$ cat src/rtl/mlbc_pkg.sv
// Shared types, codes and constants for the multi-LED blink controller.
`default_nettype none
package mlbc_pkg;

	// Parameter defaults
	localparam int NUM_LEDS_DEF    = 8;
	localparam int COUNT_WIDTH_DEF = 16;

	// Configuration register file
	localparam int CFG_W   = 16;
	localparam int APB_DW  = 32;
	localparam int APB_AW  = 4;
	localparam int EXT_W   = 32;

	localparam logic [1:0] REG_ON_TICKS       = 2'd0;
	localparam logic [1:0] REG_FAST_OFF_TICKS = 2'd1;
	localparam logic [1:0] REG_SLOW_OFF_TICKS = 2'd2;

	localparam logic [CFG_W-1:0] ON_TICKS_RST       = 16'd250;
	localparam logic [CFG_W-1:0] FAST_OFF_TICKS_RST = 16'd500;
	localparam logic [CFG_W-1:0] SLOW_OFF_TICKS_RST = 16'd1000;

	// Payload widths
	localparam int REQ_W  = 2;
	localparam int IDX_W  = 3;
	localparam int MODE_W = 2;
	localparam int PIN_W  = 8;

	typedef enum logic [REQ_W-1:0] {
		REQ_TICK       = 2'd0,
		REQ_SET_MODE   = 2'd1,
		REQ_SHOW_BYTE  = 2'd2,
		REQ_CLEAR_BYTE = 2'd3
	} req_t;

	typedef enum logic [MODE_W-1:0] {
		MODE_ON   = 2'd0,
		MODE_OFF  = 2'd1,
		MODE_SLOW = 2'd2,
		MODE_FAST = 2'd3
	} mode_t;

	// Per-lane command from the request decode
	typedef struct packed {
		logic  tick;
		logic  set;
		mode_t mode;
	} lane_cmd_t;

endpackage
`default_nettype wire

$ cat src/rtl/mlbc_lane.sv
// One LED channel: mode register, on/off counters and the pin level it drives.
`default_nettype none
module mlbc_lane #(
	parameter int COUNT_WIDTH = mlbc_pkg::COUNT_WIDTH_DEF
) (
	input  wire logic                   clk,
	input  wire logic                   arst_n,
	input  wire mlbc_pkg::lane_cmd_t    cmd,
	input  wire logic [COUNT_WIDTH-1:0] on_load,
	input  wire logic [COUNT_WIDTH-1:0] slow_load,
	input  wire logic [COUNT_WIDTH-1:0] fast_load,
	output logic                        level
);

	mlbc_pkg::mode_t        mode_q;
	logic [COUNT_WIDTH-1:0] on_cnt_q;
	logic [COUNT_WIDTH-1:0] off_cnt_q;
	logic                   blinking;
	logic                   new_blinking;
	logic                   on_zero;
	logic                   off_zero;

	assign on_zero      = (on_cnt_q == '0);
	assign off_zero     = (off_cnt_q == '0);
	assign blinking     = (mode_q == mlbc_pkg::MODE_SLOW) || (mode_q == mlbc_pkg::MODE_FAST);
	assign new_blinking = (cmd.mode == mlbc_pkg::MODE_SLOW) ||
	                      (cmd.mode == mlbc_pkg::MODE_FAST);

	// Level driven on a tick, from the state before the update
	always_comb begin
		unique case (mode_q)
			mlbc_pkg::MODE_ON:   level = 1'b1;
			mlbc_pkg::MODE_OFF:  level = 1'b0;
			mlbc_pkg::MODE_SLOW,
			mlbc_pkg::MODE_FAST: level = !on_zero || off_zero;
			default:             level = 1'b0;
		endcase
	end

	// Mode and counters: load on set, count down on tick, reload at end of off phase
	always_ff @(posedge clk or negedge arst_n) begin
		if (!arst_n) begin
			mode_q    <= mlbc_pkg::MODE_OFF;
			on_cnt_q  <= '0;
			off_cnt_q <= '0;
		end else begin
			priority if (cmd.set) begin
				mode_q <= cmd.mode;
				if (new_blinking) begin
					on_cnt_q  <= on_load;
					off_cnt_q <= (cmd.mode == mlbc_pkg::MODE_SLOW) ? slow_load : fast_load;
				end
			end else if (cmd.tick && blinking) begin
				priority if (!on_zero) begin
					on_cnt_q <= on_cnt_q - COUNT_WIDTH'(1);
				end else if (!off_zero) begin
					off_cnt_q <= off_cnt_q - COUNT_WIDTH'(1);
				end else begin
					on_cnt_q  <= on_load;
					off_cnt_q <= (mode_q == mlbc_pkg::MODE_SLOW) ? slow_load : fast_load;
				end
			end else begin
				mode_q <= mode_q;
			end
		end
	end

endmodule
`default_nettype wire

$ cat src/rtl/multi_led_blink_controller_core.sv
// Top level of the multi-LED blink controller: input stage, lanes, pin and config registers.
// Path: a transferred request goes through the input register, then the pin register;
//   the pin register doubles as the result register and is loaded when the output is free.
// Throughput: one request per cycle while the output is free (not stalled by out_ready).
// Reset: arst_n clears the pipeline, all modes to steady off, counters, override and pins,
//   and loads the blink period registers with their defaults; no clearing pass.
`default_nettype none
module multi_led_blink_controller_core #(
	parameter int NUM_LEDS    = mlbc_pkg::NUM_LEDS_DEF,
	parameter int COUNT_WIDTH = mlbc_pkg::COUNT_WIDTH_DEF
) (
	input  wire logic                          clk,
	input  wire logic                          arst_n,
	// request channel
	input  wire logic                          in_valid,
	output logic                               in_ready,
	input  wire logic [mlbc_pkg::REQ_W-1:0]    req_type,
	input  wire logic [mlbc_pkg::IDX_W-1:0]    led_index,
	input  wire logic [mlbc_pkg::MODE_W-1:0]   led_mode,
	input  wire logic [mlbc_pkg::PIN_W-1:0]    byte_value,
	// result channel
	output logic                               out_valid,
	input  wire logic                          out_ready,
	output logic [mlbc_pkg::PIN_W-1:0]         led_pins,
	// configuration port
	input  wire logic                          psel,
	input  wire logic                          penable,
	input  wire logic                          pwrite,
	input  wire logic [mlbc_pkg::APB_AW-1:0]   paddr,
	input  wire logic [mlbc_pkg::APB_DW-1:0]   pwdata,
	output logic [mlbc_pkg::APB_DW-1:0]        prdata,
	output logic                               pready
);

	localparam int PW = mlbc_pkg::PIN_W;

	// Configuration registers
	logic [mlbc_pkg::CFG_W-1:0] on_ticks_q;
	logic [mlbc_pkg::CFG_W-1:0] fast_off_ticks_q;
	logic [mlbc_pkg::CFG_W-1:0] slow_off_ticks_q;
	logic                       cfg_wr;
	logic [1:0]                 cfg_sel;

	// Input stage
	logic                           valid_s1;
	logic [mlbc_pkg::REQ_W-1:0]     req_type_s1;
	logic [mlbc_pkg::IDX_W-1:0]     led_index_s1;
	logic [mlbc_pkg::MODE_W-1:0]    led_mode_s1;
	logic [PW-1:0]                  byte_value_s1;
	mlbc_pkg::req_t                 req_s1;

	// Result / state
	logic          out_valid_q;
	logic          override_q;
	logic [PW-1:0] pins_q;
	logic [PW-1:0] pins_next;
	logic          advance;
	logic          tick_go;
	logic          set_go;

	logic [mlbc_pkg::EXT_W-1:0] on_ext;
	logic [mlbc_pkg::EXT_W-1:0] slow_ext;
	logic [mlbc_pkg::EXT_W-1:0] fast_ext;
	logic [COUNT_WIDTH-1:0]     on_load;
	logic [COUNT_WIDTH-1:0]     slow_load;
	logic [COUNT_WIDTH-1:0]     fast_load;

	logic [NUM_LEDS-1:0] lane_level;
	logic [PW-1:0]       tick_bits;
	logic [PW-1:0]       tick_mask;

	// APB register writes and reads
	assign pready  = 1'b1;
	assign cfg_sel = paddr[3:2];
	assign cfg_wr  = psel && penable && pwrite && pready;

	always_ff @(posedge clk or negedge arst_n) begin
		if (!arst_n) begin
			on_ticks_q       <= mlbc_pkg::ON_TICKS_RST;
			fast_off_ticks_q <= mlbc_pkg::FAST_OFF_TICKS_RST;
			slow_off_ticks_q <= mlbc_pkg::SLOW_OFF_TICKS_RST;
		end else if (cfg_wr) begin
			unique case (cfg_sel)
				mlbc_pkg::REG_ON_TICKS:       on_ticks_q       <= pwdata[mlbc_pkg::CFG_W-1:0];
				mlbc_pkg::REG_FAST_OFF_TICKS: fast_off_ticks_q <= pwdata[mlbc_pkg::CFG_W-1:0];
				mlbc_pkg::REG_SLOW_OFF_TICKS: slow_off_ticks_q <= pwdata[mlbc_pkg::CFG_W-1:0];
				default: ;
			endcase
		end
	end

	always_comb begin
		unique case (cfg_sel)
			mlbc_pkg::REG_ON_TICKS:       prdata = mlbc_pkg::APB_DW'(on_ticks_q);
			mlbc_pkg::REG_FAST_OFF_TICKS: prdata = mlbc_pkg::APB_DW'(fast_off_ticks_q);
			mlbc_pkg::REG_SLOW_OFF_TICKS: prdata = mlbc_pkg::APB_DW'(slow_off_ticks_q);
			default:                      prdata = '0;
		endcase
	end

	// Counter reload values, taken modulo 2^COUNT_WIDTH
	assign on_ext    = mlbc_pkg::EXT_W'(on_ticks_q);
	assign slow_ext  = mlbc_pkg::EXT_W'(slow_off_ticks_q);
	assign fast_ext  = mlbc_pkg::EXT_W'(fast_off_ticks_q);
	assign on_load   = on_ext[COUNT_WIDTH-1:0];
	assign slow_load = slow_ext[COUNT_WIDTH-1:0];
	assign fast_load = fast_ext[COUNT_WIDTH-1:0];

	// Handshake: stage 1 moves into the pin register when the output is free
	assign advance  = valid_s1 && (!out_valid_q || out_ready);
	assign in_ready = !valid_s1 || advance;
	assign out_valid = out_valid_q;
	assign led_pins  = pins_q;

	always_ff @(posedge clk or negedge arst_n) begin
		if (!arst_n) begin
			valid_s1 <= 1'b0;
		end else if (in_valid && in_ready) begin
			valid_s1 <= 1'b1;
		end else if (advance) begin
			valid_s1 <= 1'b0;
		end
	end

	always_ff @(posedge clk) begin
		if (in_valid && in_ready) begin
			req_type_s1   <= req_type;
			led_index_s1  <= led_index;
			led_mode_s1   <= led_mode;
			byte_value_s1 <= byte_value;
		end
	end

	assign req_s1  = mlbc_pkg::req_t'(req_type_s1);
	assign tick_go = advance && (req_s1 == mlbc_pkg::REQ_TICK) && !override_q;
	assign set_go  = advance && (req_s1 == mlbc_pkg::REQ_SET_MODE);

	// LED lanes
	for (genvar i = 0; i < NUM_LEDS; i++) begin : g_lane
		mlbc_pkg::lane_cmd_t lane_cmd;

		assign lane_cmd.tick = tick_go;
		assign lane_cmd.set  = set_go && (32'(led_index_s1) == i);
		assign lane_cmd.mode = mlbc_pkg::mode_t'(led_mode_s1);

		mlbc_lane #(
			.COUNT_WIDTH(COUNT_WIDTH)
		) u_lane (
			.clk       (clk),
			.arst_n    (arst_n),
			.cmd       (lane_cmd),
			.on_load   (on_load),
			.slow_load (slow_load),
			.fast_load (fast_load),
			.level     (lane_level[i])
		);
	end

	// Map lane levels onto the visible pin byte
	for (genvar p = 0; p < PW; p++) begin : g_pin
		if (p < NUM_LEDS) begin : g_used
			assign tick_bits[p] = lane_level[p];
			assign tick_mask[p] = 1'b1;
		end else begin : g_unused
			assign tick_bits[p] = 1'b0;
			assign tick_mask[p] = 1'b0;
		end
	end

	// Next pin byte for the request in stage 1
	always_comb begin
		pins_next = pins_q;
		unique case (req_s1)
			mlbc_pkg::REQ_TICK: begin
				if (!override_q) begin
					pins_next = (pins_q & ~tick_mask) | (tick_bits & tick_mask);
				end
			end
			mlbc_pkg::REQ_SHOW_BYTE:  pins_next = byte_value_s1;
			mlbc_pkg::REQ_SET_MODE,
			mlbc_pkg::REQ_CLEAR_BYTE: pins_next = pins_q;
			default:                  pins_next = pins_q;
		endcase
	end

	// Pin register, override flag and result valid
	always_ff @(posedge clk or negedge arst_n) begin
		if (!arst_n) begin
			out_valid_q <= 1'b0;
			override_q  <= 1'b0;
			pins_q      <= '0;
		end else if (advance) begin
			out_valid_q <= 1'b1;
			pins_q      <= pins_next;
			if (req_s1 == mlbc_pkg::REQ_SHOW_BYTE) begin
				override_q <= 1'b1;
			end else if (req_s1 == mlbc_pkg::REQ_CLEAR_BYTE) begin
				override_q <= 1'b0;
			end
		end else if (out_ready) begin
			out_valid_q <= 1'b0;
		end
	end

endmodule
`default_nettype wire

$ cat config.mk
export PLATFORM = sky130hd
export DESIGN_NAME = multi_led_blink_controller_core
export DESIGN_NICKNAME = d
export VERILOG_FILES = /design/src/rtl/mlbc_pkg.sv /design/src/rtl/mlbc_lane.sv /design/src/rtl/multi_led_blink_controller_core.sv
export SDC_FILE = /design/constraint.sdc
export NUM_CORES = 1
export LEC_CHECK = 0
export BUFFER_PORTS_ARGS = -buffer_cell sky130_fd_sc_hd__buf_2
export CORE_ASPECT_RATIO = 1.4
export CORE_MARGIN = 3
export CORE_UTILIZATION = 25
export CTS_CLUSTER_DIAMETER = 150
export DETAILED_ROUTE_END_ITERATION = 8
export HOLD_SLACK_MARGIN = 0.02
export SYNTH_ARGS = -nofsm -noshare
export SYNTH_HDL_FRONTEND = slang
export SYNTH_SLANG_ARGS = --single-unit
$ cat constraint.sdc
create_clock -name clk -period 2.75 [get_ports clk]
set_clock_uncertainty 0.05 [all_clocks]
set_input_delay 0.4125 -clock clk [delete_from_list [all_inputs] [get_ports clk]]
set_output_delay 0.4125 -clock clk [all_outputs]
set_load 0.005 [all_outputs]
# == After elaboration in Yosys (flattened, before gate mapping) ==
# Cells that the tools add are included.
# totals
reg_bits,346
wordCells,328
# op_classes
bitwise,1
eq_ne,55
add_sub_neg,16
mux,92
reduce_logical,129
# ops
op,count
2-to-1 mux 16 bit,75
logical NOT 16 bit,16
"subtractor 16 x 1 -> 16 bit, second input constant",16
AND reduction 3 bit,17
one-hot mux 16 bit (3 select lines),1
"== test 2 bit, second input constant",21
nonzero test 2 bit,19
"inequality test 3 bit, second input constant",8
one-hot mux 1 bit (3 select lines),8
logical AND 1 bit,23
"== test 2 x 1 -> 1 bit, second input constant",10
logical NOT 2 bit,10
logical OR 1 bit,19
OR reduction 2 bit,9
"inequality test 2 x 1 -> 1 bit, second input constant",8
one-hot mux 8 bit (2 select lines),1
"== test 3 bit, second input constant",4
logical NOT 1 bit,11
2-to-1 mux 8 bit,1
AND reduction 2 bit,4
"== test 3 x 2 -> 1 bit, second input constant",2
2-to-1 mux 1 bit,6
"== test 3 x 1 -> 1 bit, second input constant",1
logical NOT 3 bit,1
2 further kinds,2

# == Depth between registers and ports, before layout ==
# Gate-level depths: netlist of run 1.
# logic_depth
word_depth,8
depth_mapped,10
depth_no_buf,8

# == Cells and area by module ==
# From an unflattened synthesis of run 1, not the netlist that was laid out.
# hier_totals
cells_unflattened,2988
area_unflattened_um2,26878.3
# modules_own_cells
mod,instances,area_each_um2,cells_per_inst,seq_area_each_um2
mlbc_lane at g_lane[0].u_lane ...,4,3014.1,341,852.1
mlbc_lane at g_lane[4].u_lane ...,4,2845.2,344,852.1
multi_led_blink_controller_core,1,3440.8,248,1949.4

# == Worst setup path before layout of run 1 ==
# OpenSTA, ideal clock, no wires.
# synth_timing
path_kind,register to register
from,reg g_lane[5].u_lane.off_cnt_q[0]
to,reg g_lane[5].u_lane.off_cnt_q[10]
t_arrival_ns,2.332
setup_time_ns,0.126
period_less_slack_ns,2.508
n_path_buf,0
stages_incl_launch_ff,9
path_slack_ns,0.242
cell_sequence,dfrtp_1 > inv_1 > ha_1 > or3b_2 > or4_1 > or4_1 > xnor2_1 > o21ai_0 > a21oi_1
# synth_via
elab_chain_len,5
elab_cells_between_ends,6
# synth_lines
item,line_no,text
from (decl),mlbc_lane.sv:17,logic [COUNT_WIDTH-1:0] off_cnt_q;
from (signal assigned),mlbc_lane.sv:51,off_cnt_q <= (cmd.mode == mlbc_pkg::MODE_SLOW) ? slow_load : fast_load;
from (signal assigned),mlbc_lane.sv:57,off_cnt_q <= off_cnt_q - COUNT_WIDTH'(1);
from (signal assigned),mlbc_lane.sv:60,off_cnt_q <= (mode_q == mlbc_pkg::MODE_SLOW) ? slow_load : fast_load;
subtractor 16 x 1 -> 16 bit / logical NOT 16 bit (equally long branches),"mlbc_lane.sv:57, mlbc_lane.sv:24",
2-to-1 mux 16 bit *,mlbc_lane.sv:56,end else if (!off_zero) begin
2-to-1 mux 16 bit *,mlbc_lane.sv:54,priority if (!on_zero) begin
2-to-1 mux 16 bit *,mlbc_lane.sv:53,end else if (cmd.tick && blinking) begin
2-to-1 mux 16 bit *,mlbc_lane.sv:47,priority if (cmd.set) begin
# Mark *: on every way between the ends. The rest lies on a longest branch, timed or not. The select of a mux whose other input is x is not followed.
# A chain may end at the register's enable or synchronous reset.

# == Final worst setup path of run 1 ==
# layout_timing
from,"reg on_ticks_q, in the netlist on_load[3]"
to,out prdata[3] (netlist bit)
# layout_via
elab_chain_len,1
# layout_lines
item,line_no,text
from (decl),multi_led_blink_controller_core.sv:38,logic [mlbc_pkg::CFG_W-1:0] on_ticks_q;
from (signal assigned),multi_led_blink_controller_core.sv:79,on_ticks_q <= mlbc_pkg::ON_TICKS_RST;
from (signal assigned),multi_led_blink_controller_core.sv:84,mlbc_pkg::REG_ON_TICKS: on_ticks_q <= pwdata[mlbc_pkg::CFG_W-1:0];
one-hot mux 16 bit (3 select lines),multi_led_blink_controller_core.sv:93,unique case (cfg_sel)
to (decl),multi_led_blink_controller_core.sv:31,"output logic [mlbc_pkg::APB_DW-1:0] prdata,"
# Every way passes these cells.

==> results of run 1 <==
cell usage after synthesis (16+ instances only):
library cell                instances  area share (%)
sky130_fd_sc_hd__a211oi_1          38             1.2
sky130_fd_sc_hd__a21oi_1          322             6.8
sky130_fd_sc_hd__a22oi_1           17            0.54
sky130_fd_sc_hd__a31oi_1           45             1.2
sky130_fd_sc_hd__buf_2             39            0.82
sky130_fd_sc_hd__buf_4             19            0.60
sky130_fd_sc_hd__clkbuf_1         167             2.6
sky130_fd_sc_hd__dfrtp_1          305              32
sky130_fd_sc_hd__dfstp_2           26             2.9
sky130_fd_sc_hd__ha_1              32             1.7
sky130_fd_sc_hd__inv_1             63            0.99
sky130_fd_sc_hd__mux2_2            69             3.3
sky130_fd_sc_hd__mux2i_1          180             7.6
sky130_fd_sc_hd__nand2_1          238             3.8
sky130_fd_sc_hd__nand2b_1          31            0.81
sky130_fd_sc_hd__nand3_1           64             1.3
sky130_fd_sc_hd__nand4_1           26            0.68
sky130_fd_sc_hd__nor2_1           255             4.0
sky130_fd_sc_hd__nor2b_1           25            0.66
sky130_fd_sc_hd__nor3_1           103             2.2
sky130_fd_sc_hd__nor4_1            60             1.6
sky130_fd_sc_hd__o211ai_1          25            0.79
sky130_fd_sc_hd__o21a_1            16            0.50
sky130_fd_sc_hd__o21ai_0          238             5.0
sky130_fd_sc_hd__o21ai_1           18            0.38
sky130_fd_sc_hd__o22a_1            28             1.0
sky130_fd_sc_hd__o22ai_1           17            0.45
sky130_fd_sc_hd__o2bb2ai_1         30             1.1
sky130_fd_sc_hd__or3_1             33            0.87
sky130_fd_sc_hd__or4_1             23            0.72
sky130_fd_sc_hd__xnor2_1           43             1.6
sky130_fd_sc_hd__xor2_1            34             1.3
registers in the layout, indices dropped and copies added (netlist names):
name / count
g_lane.u_lane.off_cnt_q: 128
valid_s1: 1
led_index_s1: 3
g_lane.u_lane.mode_q: 16
g_lane.u_lane.on_cnt_q: 128
req_s1: 2
fast_load: 16
led_mode_s1: 2
byte_value_s1: 8
on_load: 16
slow_load: 16
override_q: 1
led_pins: 8
out_valid: 1
layout make-up:
cell class | count | area share [%]
clock buffer | 51 | 4.064
inverter | 63 | 0.8385
tap | 1215 | 5.390
sequential | 346 | 31.08
multi-input combinational | 2226 | 49.46
timing repair buffer | 292 | 8.136
antenna | 2 | 0.01775
clock inverter | 22 | 1.016
metrics by stage:
stage | power, mW | hold slack [ps]
5_1_grt | 25.74 | 32.03
2_1_floorplan | 14.39 | 66.91
4_1_cts | 24.21 | 20.80
6_report | 24.30 | 34.26
3_5_place_dp | 18.19 | 326.1
3_3_place_gp | 18.02 | 320.9
where the power goes:
group          leakage, nW  switching (mW)  internal, mW
sequential            4.31            1.82          6.37
clock                0.703            2.40          3.53
combinational         6.68            5.89          4.29
total                 11.7            10.1          14.2
final timing paths:
path / slack, ps / to / cells past startpoint / startpoint
worst max register to register: 120 / g_lane[6].u_lane.off_cnt_q[10] / 8 / g_lane[6].u_lane.on_cnt_q[10]
worst max-delay path: 100 / prdata[3] / 3 / on_load[3]
min in group asynchronous: 300 / g_lane[2].u_lane.off_cnt_q[7] / 2 / arst_n
worst min register to register: 430 / g_lane[3].u_lane.mode_q[0] / 2 / g_lane[3].u_lane.mode_q[0]
worst min-delay path: 30 / slow_load[13] / 2 / pwdata[13]
max in group asynchronous: 1510 / g_lane[3].u_lane.mode_q[0] / 3 / arst_n
worst max-delay path: cells and delay by family (launching register included):
kind                   cells  cell delay, ps
buffers and inverters      1             190
multiplexers               1             230
AO/OA/AOI/OAI              1             390
flip-flops                 1             790
kinds of logic (layout without fill, tap and decap cells):
| group | count (synthesis) | in the layout |
|---|---|---|
| flops | 346 | 346 |
| fa+ha+maj | 32 | 32 |
| xor+xnor | 77 | 77 |
| buf+inv | 301 | 428 |
| simple gates | 977 | 977 |
| mux | 249 | 249 |
| compound gates | 874 | 874 |
| other cells | 2 | 19 |
routing by layer:
metal  up-vias  part of all wire [%]  track usage (%)
met1     11000                    39            20.70
li1      10630                     -                -
met4         6                   6.6            10.24
met2       832                    46            28.84
met3       271                   7.5            3.634
met5         -                 0.047                0
repair_timing:
item | CTS | global route
setup buffers | 0 | 4
endpoints found under the hold margin | 47 | 0
setup endpoints to repair | 0 | 36
gates resized for setup | 0 | 7
hold buffers | 17 | 0
==> impl_results.html, run 1 <==
<table>
<tr><th>Metric</th><th>Value</th></tr>
<tr><th colspan="2">Final layout</th></tr>
<tr><td>Post-Layout Inst Area</td><td>roughly 28000 µm²</td></tr>
<tr><td>Post-Layout Cell Count</td><td>roughly 4200</td></tr>
<tr><td>Post-layout net count</td><td>3059</td></tr>
<tr><td>Layout cell share with drive strength beyond 1</td><td>between 15 and 20%</td></tr>
<tr><td>Highest-count cells in the layout ignoring fill and taps</td><td>sky130_fd_sc_hd__a21oi_1 (322), sky130_fd_sc_hd__dfrtp_1 (305), sky130_fd_sc_hd__nor2_1 (252), sky130_fd_sc_hd__nand2_1 (238), sky130_fd_sc_hd__o21ai_0 (237)</td></tr>
<tr><td>Most common library cell in the layout ignoring fill and taps</td><td>sky130_fd_sc_hd__a21oi_1</td></tr>
<tr><td>Sequential cell area</td><td>between 8000 and 9000 µm²</td></tr>
<tr><td>Area taken by multi-input logic gates</td><td>~14000 µm²</td></tr>
<tr><td>Synth-to-Final Area Change</td><td>18.42%</td></tr>
<tr><td>Filler cell count</td><td>~10000</td></tr>
<tr><td>Final core area utilization</td><td>about 30%</td></tr>
<tr><th colspan="2">Placed design</th></tr>
<tr><td>Placed insts</td><td>4121</td></tr>
<tr><td>HPWL after DPL</td><td>61060 µm</td></tr>
<tr><td>Routability cong.</td><td>roughly 0.89</td></tr>
<tr><td>Pre-CTS WS</td><td>97.74 ps</td></tr>
<tr><td>Placed cell area</td><td>around 27000 µm²</td></tr>
<tr><td>Count of port buffers added during placement</td><td>65</td></tr>
<tr><th colspan="2">Worst setup path</th></tr>
<tr><td>Arrival time worst endpoint</td><td>roughly 2200 ps</td></tr>
<tr><td>Startpoint Class</td><td>flop</td></tr>
<tr><td>Setup crit end kind</td><td>output port</td></tr>
<tr><td>Required arrival time at the worst endpoint</td><td>about 2300 ps</td></tr>
<tr><td>Highest-delay cell along the critical path</td><td>sky130_fd_sc_hd__dfstp_2</td></tr>
<tr><td>Crit path kind</td><td>reg -&gt; out</td></tr>
<tr><td>Max Fanout on Critical Path</td><td>10</td></tr>
<tr><td>Highest cell delay on the worst timing path</td><td>790 ps</td></tr>
<tr><td>Series of cell instances along the critical path</td><td>mux2i_1 &gt; o21ai_0 &gt; buf_2</td></tr>
<tr><th colspan="2">Timing</th></tr>
<tr><td>Post-route worst setup slack</td><td>about 100 ps</td></tr>
<tr><td>Final hold viol count</td><td>0</td></tr>
<tr><td>Max-slew headroom</td><td>about a quarter</td></tr>
<tr><td>Setup TNS Final</td><td>0 ps</td></tr>
<tr><td>Final-report setup violation count</td><td>0</td></tr>
<tr><td>Fmax achieved</td><td>about 380 MHz</td></tr>
<tr><td>RSZ-0062 raised after global routing</td><td>no</td></tr>
<tr><td>Final slew viol count</td><td>0</td></tr>
<tr><td>Tightest Pin Transition</td><td>approximately 1100 ps</td></tr>
<tr><td>Shortest period the worst path allows</td><td>approximately 2600 ps</td></tr>
<tr><td>Fin crit share</td><td>slightly below 100%</td></tr>
<tr><th colspan="2">Clock network</th></tr>
<tr><td>CTS tree</td><td>yes</td></tr>
<tr><td>Clock edge transition at the registers on the reported setup and hold paths</td><td>around 60 ps</td></tr>
<tr><td>Clk sink count</td><td>~350</td></tr>
<tr><td>Buffer levels on the longest clock path</td><td>3</td></tr>
<tr><td>Number of CTS-inserted buffers</td><td>40</td></tr>
<tr><td>Root buf cell</td><td>sky130_fd_sc_hd__clkbuf_16</td></tr>
<tr><td>H-Tree Level Count</td><td>2</td></tr>
<tr><td>Worst skew pair latency</td><td>between 500 and 600 ps</td></tr>
<tr><th colspan="2">Die</th></tr>
<tr><td>Die Footprint</td><td>99060 µm²</td></tr>
<tr><td>Effective utilization at floorplan</td><td>around a quarter</td></tr>
<tr><td>Core Box Area</td><td>about 94000 µm²</td></tr>
<tr><td>Floorplan die height</td><td>about 370 µm</td></tr>
<tr><td>Site row count</td><td>roughly 130</td></tr>
<tr><td>I/O pin count</td><td>around 100</td></tr>
<tr><td>Chip width</td><td>266.9 µm</td></tr>
<tr><th colspan="2">Outcome</th></tr>
<tr><td>Result of the run</td><td>finished clean</td></tr>
<tr><th colspan="2">Drt</th></tr>
<tr><td>Post-detailed-route count of antenna-violating nets</td><td>0</td></tr>
<tr><td>Via count normalized by instance count</td><td>between 5 and 6</td></tr>
<tr><td>Routed Wire Length</td><td>roughly 90000 µm</td></tr>
<tr><td>Post-DR wirelength/cell</td><td>around 21 µm</td></tr>
<tr><td>Total DRC errors in the routed layout</td><td>0</td></tr>
<tr><td>Number of search-and-repair iterations in the first detailed-routing pass</td><td>5</td></tr>
<tr><td>Count of vias placed by the detailed router</td><td>between 20000 and 25000</td></tr>
<tr><td>Detailed router's first-iteration violation count</td><td>1831</td></tr>
<tr><th colspan="2">Yosys</th></tr>
<tr><td>FF+latch count, synth</td><td>~350</td></tr>
<tr><td>Cell variety after synth</td><td>80</td></tr>
<tr><td>Average size of a mapped cell</td><td>between 8 and 9 µm²</td></tr>
<tr><td>Mapped cell area</td><td>23820 µm²</td></tr>
<tr><td>Post-synth EDFFs</td><td>15</td></tr>
<tr><td>Number of standard cells after synthesis</td><td>between 2000 and 3000</td></tr>
<tr><td>Number of warnings printed during yosys synthesis</td><td>0</td></tr>
<tr><td>Most frequently used flop master after synthesis</td><td>sky130_fd_sc_hd__dfrtp_1</td></tr>
<tr><td>Synthesized-area fraction occupied by ao, oa, aoi and oai cells</td><td>21.83%</td></tr>
<tr><td>Fraction of synthesis flops using an asynchronous set or reset pin</td><td>95.66%</td></tr>
<tr><td>Multiplexer area fraction after synthesis</td><td>approximately 11%</td></tr>
<tr><td>Dominant combinational cell family by area after synthesis</td><td>compound AO/OA/AOI/OAI gates</td></tr>
<tr><td>Adder and majority gate portion of the synthesized area</td><td>1.681%</td></tr>
<tr><td>Synth Area in XOR/XNOR</td><td>under 10%</td></tr>
<tr><td>Share of synthesized area occupied by flip-flops and latches</td><td>about 37%</td></tr>
<tr><td>Area share of and/or/nand/nor cells after synthesis</td><td>around a fifth</td></tr>
<tr><th colspan="2">Global routing</th></tr>
<tr><td>First-pass GRT wire length</td><td>132900 µm</td></tr>
<tr><td>Final global-route overflow total</td><td>0</td></tr>
<tr><td>Pin count of the biggest net entering global routing</td><td>82</td></tr>
<tr><td>All-layer global routing usage</td><td>between 10% and 20%</td></tr>
<tr><td>Number of global-route vias before repair</td><td>between 20000 and 25000</td></tr>
<tr><td>Number of antenna violations at the first check in global routing</td><td>8</td></tr>
<tr><th colspan="2">Pwr</th></tr>
<tr><td>Worst supply voltage drop on vdd</td><td>~0.00042 V</td></tr>
<tr><td>Pwr/cell area</td><td>about 860 nW/µm²</td></tr>
<tr><td>Standby leakage power</td><td>11.69 nW</td></tr>
<tr><th colspan="2">Run</th></tr>
<tr><td>Max-cap violation count</td><td>0</td></tr>
<tr><th colspan="2">Min path</th></tr>
<tr><td>Type of the worst min-delay path</td><td>in -&gt; reg</td></tr>
</table>
No activity file was read; power rests on OpenSTA's default activity.
==> run 2, diff against run 1 <==
CORE_MARGIN = 1.5   (was 3)
MAX_ROUTING_LAYER = met4   (was default)
REMOVE_ABC_BUFFERS = 1   (was default)
==> run 2 against run 1 <==
  * Global-route usage up 1.1 points
  * Final area about the same
  * Largest cell class unchanged
  * Via count about the same
  * Largest power group unchanged
  * Critical path depth up 1
  * Sequential power up 1%
  * Sequential share of layout area about the same
==> impl_results.html, run 2 (synthesis gave the netlist of run 1 again) <==
<table>
<tr><th>Metric</th><th>Value</th></tr>
<tr><th colspan="2">Final layout</th></tr>
<tr><td>Synth-to-Final Area Change</td><td>18.39% (about the same)</td></tr>
<tr><td>Highest-count cells in the layout ignoring fill and taps</td><td>sky130_fd_sc_hd__a21oi_1 (322), sky130_fd_sc_hd__dfrtp_1 (305), sky130_fd_sc_hd__nor2_1 (252), sky130_fd_sc_hd__nand2_1 (238), sky130_fd_sc_hd__o21ai_0 (237)</td></tr>
<tr><td>Largest registers in the final layout</td><td>g_lane.u_lane.off_cnt_q: 128 flops, g_lane.u_lane.on_cnt_q: 128 flops</td></tr>
<tr><td>Most common library cell in the layout ignoring fill and taps</td><td>sky130_fd_sc_hd__a21oi_1</td></tr>
<tr><td>Post-Layout Inst Area</td><td>28200 µm² (about the same)</td></tr>
<tr><td>Layout cell share with drive strength beyond 1</td><td>16.73% (-0.13 points)</td></tr>
<tr><td>Post-layout net count</td><td>3053 (-0.20%)</td></tr>
<tr><td>Post-Layout Cell Count</td><td>4213 (-0.095%)</td></tr>
<tr><td>Final core area utilization</td><td>29.94% (about the same)</td></tr>
<tr><th colspan="2">Die</th></tr>
<tr><td>Core Box Area</td><td>94190 µm² (unchanged)</td></tr>
<tr><td>Effective utilization at floorplan</td><td>25.29% (unchanged)</td></tr>
<tr><td>Floorplan die height</td><td>368.2 µm (-0.81%)</td></tr>
<tr><td>Chip width</td><td>263.9 µm (-1.1%)</td></tr>
<tr><td>Die Footprint</td><td>97150 µm² (-1.9%)</td></tr>
<tr><td>I/O pin count</td><td>101 (unchanged)</td></tr>
<tr><td>Site row count</td><td>133 (unchanged)</td></tr>
<tr><th colspan="2">Worst setup path</th></tr>
<tr><td>Required arrival time at the worst endpoint</td><td>2290 ps (about the same)</td></tr>
<tr><td>Startpoint Class</td><td>flop</td></tr>
<tr><td>Crit path kind</td><td>reg -&gt; out</td></tr>
<tr><td>Series of cell instances along the critical path</td><td>mux2i_1 &gt; o21ai_0 &gt; buf_4 &gt; buf_2</td></tr>
<tr><td>Reg2reg setup slack</td><td>140 ps (+20 ps)</td></tr>
<tr><td>Setup crit end kind</td><td>output port</td></tr>
<tr><td>Arrival time worst endpoint</td><td>2200 ps (about the same)</td></tr>
<tr><td>Number of buffers and inverters on the critical path</td><td>2 (+1)</td></tr>
<tr><td>Highest cell delay on the worst timing path</td><td>860 ps (+70 ps)</td></tr>
<tr><td>Max Fanout on Critical Path</td><td>11 (+1)</td></tr>
<tr><td>Highest-delay cell along the critical path</td><td>sky130_fd_sc_hd__dfrtp_1</td></tr>
<tr><td>Largest delay contributor family on the critical path</td><td>flip-flops</td></tr>
<tr><th colspan="2">Pwr</th></tr>
<tr><td>Worst supply voltage drop on vdd</td><td>0.0004870 V (+16%)</td></tr>
<tr><td>Standby leakage power</td><td>11.67 nW (-0.19%)</td></tr>
<tr><td>Pwr/cell area</td><td>871.6 nW/µm² (+1.2%)</td></tr>
<tr><th colspan="2">Global routing</th></tr>
<tr><td>Pin count of the biggest net entering global routing</td><td>71 (-13%)</td></tr>
<tr><td>First-pass GRT wire length</td><td>134600 µm (+1.2%)</td></tr>
<tr><td>Number of global-route vias before repair</td><td>21500 (-0.96%)</td></tr>
<tr><td>Final global-route overflow total</td><td>0 (unchanged)</td></tr>
<tr><td>Number of antenna violations at the first check in global routing</td><td>5 (-3)</td></tr>
<tr><td>All-layer global routing usage</td><td>18.49% (+1.1 points)</td></tr>
<tr><th colspan="2">Placed design</th></tr>
<tr><td>Count of port buffers added during placement</td><td>65 (unchanged)</td></tr>
<tr><td>HPWL after DPL</td><td>62480 µm (+2.3%)</td></tr>
<tr><td>Placed cell area</td><td>26470 µm² (-0.25%)</td></tr>
<tr><td>Placed insts</td><td>4119 (-0.049%)</td></tr>
<tr><td>Routability cong.</td><td>0.9544 (+7.0%)</td></tr>
<tr><th colspan="2">Clock network</th></tr>
<tr><td>Clk sink count</td><td>346 (unchanged)</td></tr>
<tr><td>Worst skew pair latency</td><td>600 ps (about the same)</td></tr>
<tr><td>CTS tree</td><td>yes</td></tr>
<tr><td>H-Tree Level Count</td><td>2 (unchanged)</td></tr>
<tr><td>Number of CTS-inserted buffers</td><td>39 (-2.5%)</td></tr>
<tr><td>Number of setup buffers added after CTS</td><td>0 (unchanged)</td></tr>
<tr><td>Clock edge transition at the registers on the reported setup and hold paths</td><td>70 ps (about the same)</td></tr>
<tr><td>Root buf cell</td><td>sky130_fd_sc_hd__clkbuf_16</td></tr>
<tr><td>Buffer levels on the longest clock path</td><td>3 (unchanged)</td></tr>
<tr><th colspan="2">Drt</th></tr>
<tr><td>Post-DR wirelength/cell</td><td>21.13 µm (+1.5%)</td></tr>
<tr><td>Detailed-routed wire length on met2</td><td>41900 µm (+2.8%)</td></tr>
<tr><td>Via count normalized by instance count</td><td>5.395 (about the same)</td></tr>
<tr><td>Number of search-and-repair iterations in the first detailed-routing pass</td><td>8 (+3)</td></tr>
<tr><td>Post-detailed-route count of antenna-violating nets</td><td>0 (unchanged)</td></tr>
<tr><td>Count of vias placed by the detailed router</td><td>22730 (-0.026%)</td></tr>
<tr><td>Routed Wire Length</td><td>89020 µm (+1.4%)</td></tr>
<tr><td>Routed met1 length</td><td>35270 µm (+1.9%)</td></tr>
<tr><td>Total DRC errors in the routed layout</td><td>0 (unchanged)</td></tr>
<tr><td>Top layer reached by signal wires</td><td>met4</td></tr>
<tr><td>Routed length on met3</td><td>6568 µm (+0.18%)</td></tr>
<tr><td>Detailed router's first-iteration violation count</td><td>1899 (+3.7%)</td></tr>
<tr><th colspan="2">Timing</th></tr>
<tr><td>Setup TNS Final</td><td>0 ps (unchanged)</td></tr>
<tr><td>Final hold viol count</td><td>0 (unchanged)</td></tr>
<tr><td>Final-report setup violation count</td><td>0 (unchanged)</td></tr>
<tr><td>Hold slack final</td><td>49.19 ps (+14.93 ps)</td></tr>
<tr><td>Fin crit share</td><td>96.89% (+0.58 points)</td></tr>
<tr><td>Tightest Pin Transition</td><td>891.5 ps (-209.2 ps)</td></tr>
<tr><td>Shortest period the worst path allows</td><td>2664 ps (+15.98 ps)</td></tr>
<tr><td>Fmax achieved</td><td>375.3 MHz (-0.60%)</td></tr>
<tr><td>Max-slew headroom</td><td>40.57% (+14 points)</td></tr>
<tr><td>RSZ-0062 raised after global routing</td><td>no</td></tr>
<tr><td>Final slew viol count</td><td>0 (unchanged)</td></tr>
<tr><th colspan="2">Outcome</th></tr>
<tr><td>Result of the run</td><td>finished clean</td></tr>
<tr><th colspan="2">Run</th></tr>
<tr><td>Max-cap violation count</td><td>0 (unchanged)</td></tr>
<tr><th colspan="2">Min path</th></tr>
<tr><td>Type of the worst min-delay path</td><td>in -&gt; reg</td></tr>
</table>
## run 2: cell count changes in the layout (fill, tap and decap cells not counted), sizes merged
cell,previous run,this run
clkinv,12,8
buf,275,269
diode,2,4
clkbuf,51,46
bufinv,6,11
inv,64,65
clkinvlp,3,5
dlygate4sd3,17,18
## run 2: worst register-to-register path: cells and delay by family, from the launching register on
kind                   cells  cell delay [ps]
AND/OR/NAND/NOR            3             1340
buffers and inverters      1              210
flip-flops                 1              440
multiplexers               1              220
AO/OA/AOI/OAI              2              260
## run 2: final timing paths
path / endpoint / depth (start not counted) / startpoint
max in group asynchronous: g_lane[1].u_lane.off_cnt_q[5] / 3 / arst_n
worst min register to register: g_lane[0].u_lane.mode_q[0] / 2 / g_lane[0].u_lane.mode_q[0]
worst max-delay path: prdata[12] / 4 / fast_load[12]
worst min-delay path: slow_load[10] / 2 / pwdata[10]
worst max register to register: g_lane[4].u_lane.off_cnt_q[0] / 7 / g_lane[4].u_lane.off_cnt_q[2]
min in group asynchronous: g_lane[3].u_lane.on_cnt_q[2] / 2 / arst_n
## run 2: metal layers
metal | vias up | global-route usage, %
met5 | - | -
met2 | 905 | 29.93
li1 | 10620 | -
met4 | 0 | 9.947
met1 | 10950 | 21.62
met3 | 262 | 3.551
## run 2: power by group
| group | switching, mW | internal [mW] | total [mW] |
|---|---|---|---|
| combinational | 5.82 | 4.23 | 10.0 |
| sequential | 1.92 | 6.37 | 8.29 |
| clock | 2.44 | 3.80 | 6.24 |
| total | 10.2 | 14.4 | 24.6 |
## run 2: final cells by class
class	count	area [µm²]
fillers	9962	65990
multi-input cells	2226	13960
flip-flops and latches	346	8766
repair buffers	287	2210
well taps	1215	1520
clock buffers	46	1054
clock inverters	26	436.7
inverters	63	236.5
diodes	4	10.01
## run 2: what timing repair did
action	in CTS	in global routing
hold endpoints to repair	72	0
gates resized for setup	0	10
hold buffers	18	0
endpoints found under the setup margin	0	29
## run 2: metrics by stage
step | setup slack (ps) | total power [mW]
finish | 85.66 | 24.58
CTS | 30.30 | 24.53
detailed placement | 50.53 | 18.17
floorplan | -1558 | 14.15
global route | 17.11 | 26.00
global placement | 73.42 | 18.02
==> run 3, diff against run 2 <==
ABC_AREA = 1   (was default)
==> run 3 against run 2 <==
  * Critical path depth is 1 lower
  * Worst hold slack improved by 60 ps
  * Global-route usage rose by 0.52 points
  * Sequential power shrank 4.6%
  * Clock power decreased by 13%
  * Sequential share of layout area decreased by 1.7 points
  * Maximum frequency increased by 0.81%
  * Synthesized cell count rose by 51%
  * First-iteration DRC count increased by 9.0%
  * Worst setup slack better by 21 ps
  * Final area rose by 5.8%
  * Critical path type unchanged
  * Highest routed layer unchanged
==> impl_results.html, run 3 <==
<table>
<tr><th>Metric</th><th>Value</th></tr>
<tr><th colspan="2">Outcome</th></tr>
<tr><td>Result of the run</td><td>finished clean</td></tr>
<tr><th colspan="2">Drt</th></tr>
<tr><td>Post-detailed-route count of antenna-violating nets</td><td>0 (unchanged)</td></tr>
<tr><td>Via count normalized by instance count</td><td>4.849 (-10%)</td></tr>
<tr><td>Count of vias placed by the detailed router</td><td>27880 (+23%)</td></tr>
<tr><td>Detailed router's first-iteration violation count</td><td>2070 (+9.0%)</td></tr>
<tr><td>Number of search-and-repair iterations in the first detailed-routing pass</td><td>6 (-2)</td></tr>
<tr><td>Routed Wire Length</td><td>101600 µm (+14%)</td></tr>
<tr><td>Post-DR wirelength/cell</td><td>17.67 µm (-16%)</td></tr>
<tr><td>Total DRC errors in the routed layout</td><td>0 (unchanged)</td></tr>
<tr><th colspan="2">Global routing</th></tr>
<tr><td>Number of global-route vias before repair</td><td>26400 (+23%)</td></tr>
<tr><td>First-pass GRT wire length</td><td>154500 µm (+15%)</td></tr>
<tr><td>Final global-route overflow total</td><td>0 (unchanged)</td></tr>
<tr><td>Pin count of the biggest net entering global routing</td><td>79 (+11%)</td></tr>
<tr><td>Number of antenna violations at the first check in global routing</td><td>3 (-2)</td></tr>
<tr><td>All-layer global routing usage</td><td>19.01% (+0.52 points)</td></tr>
<tr><th colspan="2">Min path</th></tr>
<tr><td>Instance count along the most critical hold path</td><td>3 (+1)</td></tr>
<tr><td>Type of the worst min-delay path</td><td>in -&gt; reg</td></tr>
<tr><th colspan="2">Pwr</th></tr>
<tr><td>Standby leakage power</td><td>15.39 nW (+32%)</td></tr>
<tr><td>Pwr/cell area</td><td>852.2 nW/µm² (-2.2%)</td></tr>
<tr><td>Worst supply voltage drop on vdd</td><td>0.0005847 V (+20%)</td></tr>
<tr><th colspan="2">Timing</th></tr>
<tr><td>RSZ-0062 raised after global routing</td><td>no</td></tr>
<tr><td>Shortest period the worst path allows</td><td>2643 ps (-21.39 ps)</td></tr>
<tr><td>Final-report setup violation count</td><td>0 (unchanged)</td></tr>
<tr><td>Fmax achieved</td><td>378.4 MHz (+0.81%)</td></tr>
<tr><td>Final slew viol count</td><td>0 (unchanged)</td></tr>
<tr><td>Final hold viol count</td><td>0 (unchanged)</td></tr>
<tr><td>Tightest Pin Transition</td><td>816.5 ps (-74.99 ps)</td></tr>
<tr><td>Fin crit share</td><td>96.11% (-0.78 points)</td></tr>
<tr><td>Hold slack final</td><td>109.3 ps (+60.11 ps)</td></tr>
<tr><td>Max-slew headroom</td><td>45.44% (+4.9 points)</td></tr>
<tr><th colspan="2">Final layout</th></tr>
<tr><td>Filler cell count</td><td>11730 (+18%)</td></tr>
<tr><td>Synth-to-Final Area Change</td><td>13.02%</td></tr>
<tr><td>Post-Layout Cell Count</td><td>5750 (+36%)</td></tr>
<tr><td>Post-layout net count</td><td>4462 (+46%)</td></tr>
<tr><td>Most common library cell in the layout ignoring fill and taps</td><td>sky130_fd_sc_hd__nand2_1</td></tr>
<tr><td>Ant. Diodes</td><td>0 (-4)</td></tr>
<tr><td>Area taken by multi-input logic gates</td><td>15210 µm² (+8.9%)</td></tr>
<tr><td>Sequential cell area</td><td>8766 µm² (unchanged)</td></tr>
<tr><td>Layout cell share with drive strength beyond 1</td><td>7.476% (-9.3 points)</td></tr>
<tr><td>Highest-count cells in the layout ignoring fill and taps</td><td>sky130_fd_sc_hd__nand2_1 (1685), sky130_fd_sc_hd__nor2_1 (510), sky130_fd_sc_hd__nand3_1 (430), sky130_fd_sc_hd__inv_1 (393), sky130_fd_sc_hd__o21ai_0 (362)</td></tr>
<tr><td>Final core area utilization</td><td>28.58% (-1.4 points)</td></tr>
<tr><td>Post-Layout Inst Area</td><td>29840 µm² (+5.8%)</td></tr>
<tr><td>Largest registers in the final layout</td><td>g_lane.u_lane.off_cnt_q: 128 flops, g_lane.u_lane.on_cnt_q: 128 flops</td></tr>
<tr><th colspan="2">Worst setup path</th></tr>
<tr><td>CP startpoint</td><td>slow_load[9]</td></tr>
<tr><td>Required arrival time at the worst endpoint</td><td>2290 ps (about the same)</td></tr>
<tr><td>Reg-to-Reg Start</td><td>req_s1[1]</td></tr>
<tr><td>Arrival time worst endpoint</td><td>2180 ps (-20 ps)</td></tr>
<tr><td>Worst-case reg-to-reg path depth</td><td>9 (+2)</td></tr>
<tr><td>FF-to-FF End</td><td>g_lane[2].u_lane.off_cnt_q[9]</td></tr>
<tr><td>Crit path kind</td><td>reg -&gt; out</td></tr>
<tr><td>Startpoint Class</td><td>flop</td></tr>
<tr><td>Worst Setup EP</td><td>prdata[9]</td></tr>
<tr><td>Max Fanout on Critical Path</td><td>6 (-5)</td></tr>
<tr><td>Setup crit end kind</td><td>output port</td></tr>
<tr><td>Reg2reg setup slack</td><td>320 ps (+180 ps)</td></tr>
<tr><th colspan="2">Clock network</th></tr>
<tr><td>H-Tree Level Count</td><td>2 (unchanged)</td></tr>
<tr><td>Clock edge transition at the registers on the reported setup and hold paths</td><td>70 ps (about the same)</td></tr>
<tr><td>Root buf cell</td><td>sky130_fd_sc_hd__clkbuf_16</td></tr>
<tr><td>Number of CTS-inserted buffers</td><td>38 (-2.6%)</td></tr>
<tr><td>Post-cts resize count</td><td>0 (unchanged)</td></tr>
<tr><td>Worst skew pair latency</td><td>570 ps (-30 ps)</td></tr>
<tr><td>Buffer levels on the longest clock path</td><td>3 (unchanged)</td></tr>
<tr><td>CTS tree</td><td>yes</td></tr>
<tr><td>Clk sink count</td><td>346 (unchanged)</td></tr>
<tr><th colspan="2">Yosys</th></tr>
<tr><td>Count leader, synth</td><td>sky130_fd_sc_hd__nand2_1</td></tr>
<tr><td>Cell type with the highest aggregate area in the netlist</td><td>sky130_fd_sc_hd__dfrtp_1</td></tr>
<tr><td>Top area cells in the synthesized netlist</td><td>sky130_fd_sc_hd__dfrtp_1 (29%), sky130_fd_sc_hd__nand2_1 (24%), sky130_fd_sc_hd__nand3_1 (8.2%)</td></tr>
<tr><td>Commonest cells in the netlist</td><td>sky130_fd_sc_hd__nand2_1 (1685), sky130_fd_sc_hd__nor2_1 (510), sky130_fd_sc_hd__nand3_1 (430), sky130_fd_sc_hd__inv_1 (393), sky130_fd_sc_hd__o21ai_0 (362)</td></tr>
<tr><td>Fraction of synthesis flops using an asynchronous set or reset pin</td><td>95.66% (unchanged)</td></tr>
<tr><td>Most frequently used flop master after synthesis</td><td>sky130_fd_sc_hd__dfrtp_1</td></tr>
<tr><td>Number of warnings printed during yosys synthesis</td><td>0 (unchanged)</td></tr>
<tr><td>Mapped cell area</td><td>26400 µm² (+11%)</td></tr>
<tr><td>Post-synth EDFFs</td><td>15 (unchanged)</td></tr>
<tr><td>Share of synthesized area occupied by flip-flops and latches</td><td>33.21% (-3.6 points)</td></tr>
<tr><td>FF+latch count, synth</td><td>346 (unchanged)</td></tr>
<tr><td>Share of Yosys cell area claimed by the top area cell type</td><td>28.91% (-3.1 points)</td></tr>
<tr><td>Number of standard cells after synthesis</td><td>4308 (+51%)</td></tr>
<tr><td>Cell variety after synth</td><td>51 (-36%)</td></tr>
<tr><td>Average size of a mapped cell</td><td>6.128 µm² (-26%)</td></tr>
<tr><th colspan="2">Die</th></tr>
<tr><td>Die Footprint</td><td>107600 µm² (+11%)</td></tr>
<tr><td>Site row count</td><td>140 (+5.3%)</td></tr>
<tr><td>Floorplan die height</td><td>387.5 µm (+5.2%)</td></tr>
<tr><td>Core Box Area</td><td>104400 µm² (+11%)</td></tr>
<tr><td>I/O pin count</td><td>101 (unchanged)</td></tr>
<tr><td>Effective utilization at floorplan</td><td>25.29% (about the same)</td></tr>
<tr><td>Chip width</td><td>277.6 µm (+5.2%)</td></tr>
<tr><th colspan="2">Placed design</th></tr>
<tr><td>Count of port buffers added during placement</td><td>65 (unchanged)</td></tr>
<tr><td>Placed cell area</td><td>28420 µm² (+7.3%)</td></tr>
<tr><td>HPWL after DPL</td><td>76050 µm (+22%)</td></tr>
<tr><td>Placed insts</td><td>5664 (+38%)</td></tr>
<tr><td>Routability cong.</td><td>0.9403 (-1.5%)</td></tr>
<tr><th colspan="2">Run</th></tr>
<tr><td>Max-cap violation count</td><td>0 (unchanged)</td></tr>
</table>
## run 3: cells by family after synthesis
logic type / count (synthesis) / share of synthesized area [%]
AND/OR/NAND/NOR: 2742 / 42.55
buffers and inverters: 592 / 9.404
AO/OA/AOI/OAI: 491 / 9.878
adder cells (fa/ha/maj): 32 / 1.517
flip-flops: 346 / 33.21
XOR/XNOR: 103 / 3.417
other: 2 / 0.02845
## run 3: final cells by class
class | instances | area share (%)
clock inverters | 19 | 0.6081
inverters | 420 | 5.292
well taps | 1349 | 5.657
repair buffers | 181 | 4.521
flip-flops and latches | 346 | 29.38
multi-input cells | 3385 | 50.96
clock buffers | 50 | 3.577
## run 3: power by group
group | total (mW) | switching, mW | internal (mW)
combinational | 12.1 | 8.11 | 3.98
sequential | 7.91 | 1.49 | 6.42
clock | 5.42 | 2.39 | 3.03
## run 3: repair_timing
item	in CTS	in global routing
hold endpoints to repair	62	0
buffers inserted	0	0
hold buffers	17	0
## run 3: how the worst min path moves through the flow
stage                         start                           end  slack [ps]
after CTS                 pwdata[8]                  slow_load[8]          80
after global placement       arst_n  g_lane[5].u_lane.on_cnt_q[2]         330
after floorplan              arst_n                  fast_load[0]          70
after global routing      pwdata[8]                  slow_load[8]         120
after detailed placement     arst_n  g_lane[5].u_lane.on_cnt_q[2]         330
final                     pwdata[8]                  fast_load[8]         110
## run 3: per-layer routing
layer | share of wire, % | global-route usage, % | wire length (µm) | vias to the layer above
met5 | 0 | - | 0 | -
met4 | 8.6 | 13.98 | 8727 | 0
met1 | 39 | 21.40 | 39990 | 12920
met3 | 5.5 | 2.018 | 5617 | 344
li1 | - | - | - | 13680
met2 | 47 | 31.27 | 47240 | 939
## run 3: worst max-delay path: stages, from the launching register on
cell and delay [ps]:
sky130_fd_sc_hd__dfstp_2 660, sky130_fd_sc_hd__inv_1 250, sky130_fd_sc_hd__o221ai_1 490, sky130_fd_sc_hd__buf_2 200
## run 3: per-stage QoR
step	setup TNS, ps	worst slack (ps)	total power, mW
2_1_floorplan	-1607	-141.0	15.80
3_3_place_gp	0	308.4	19.69
3_5_place_dp	0	261.8	19.83
4_1_cts	0	133.1	25.38
5_1_grt	0	112.5	27.44
6_report	0	107.0	25.43
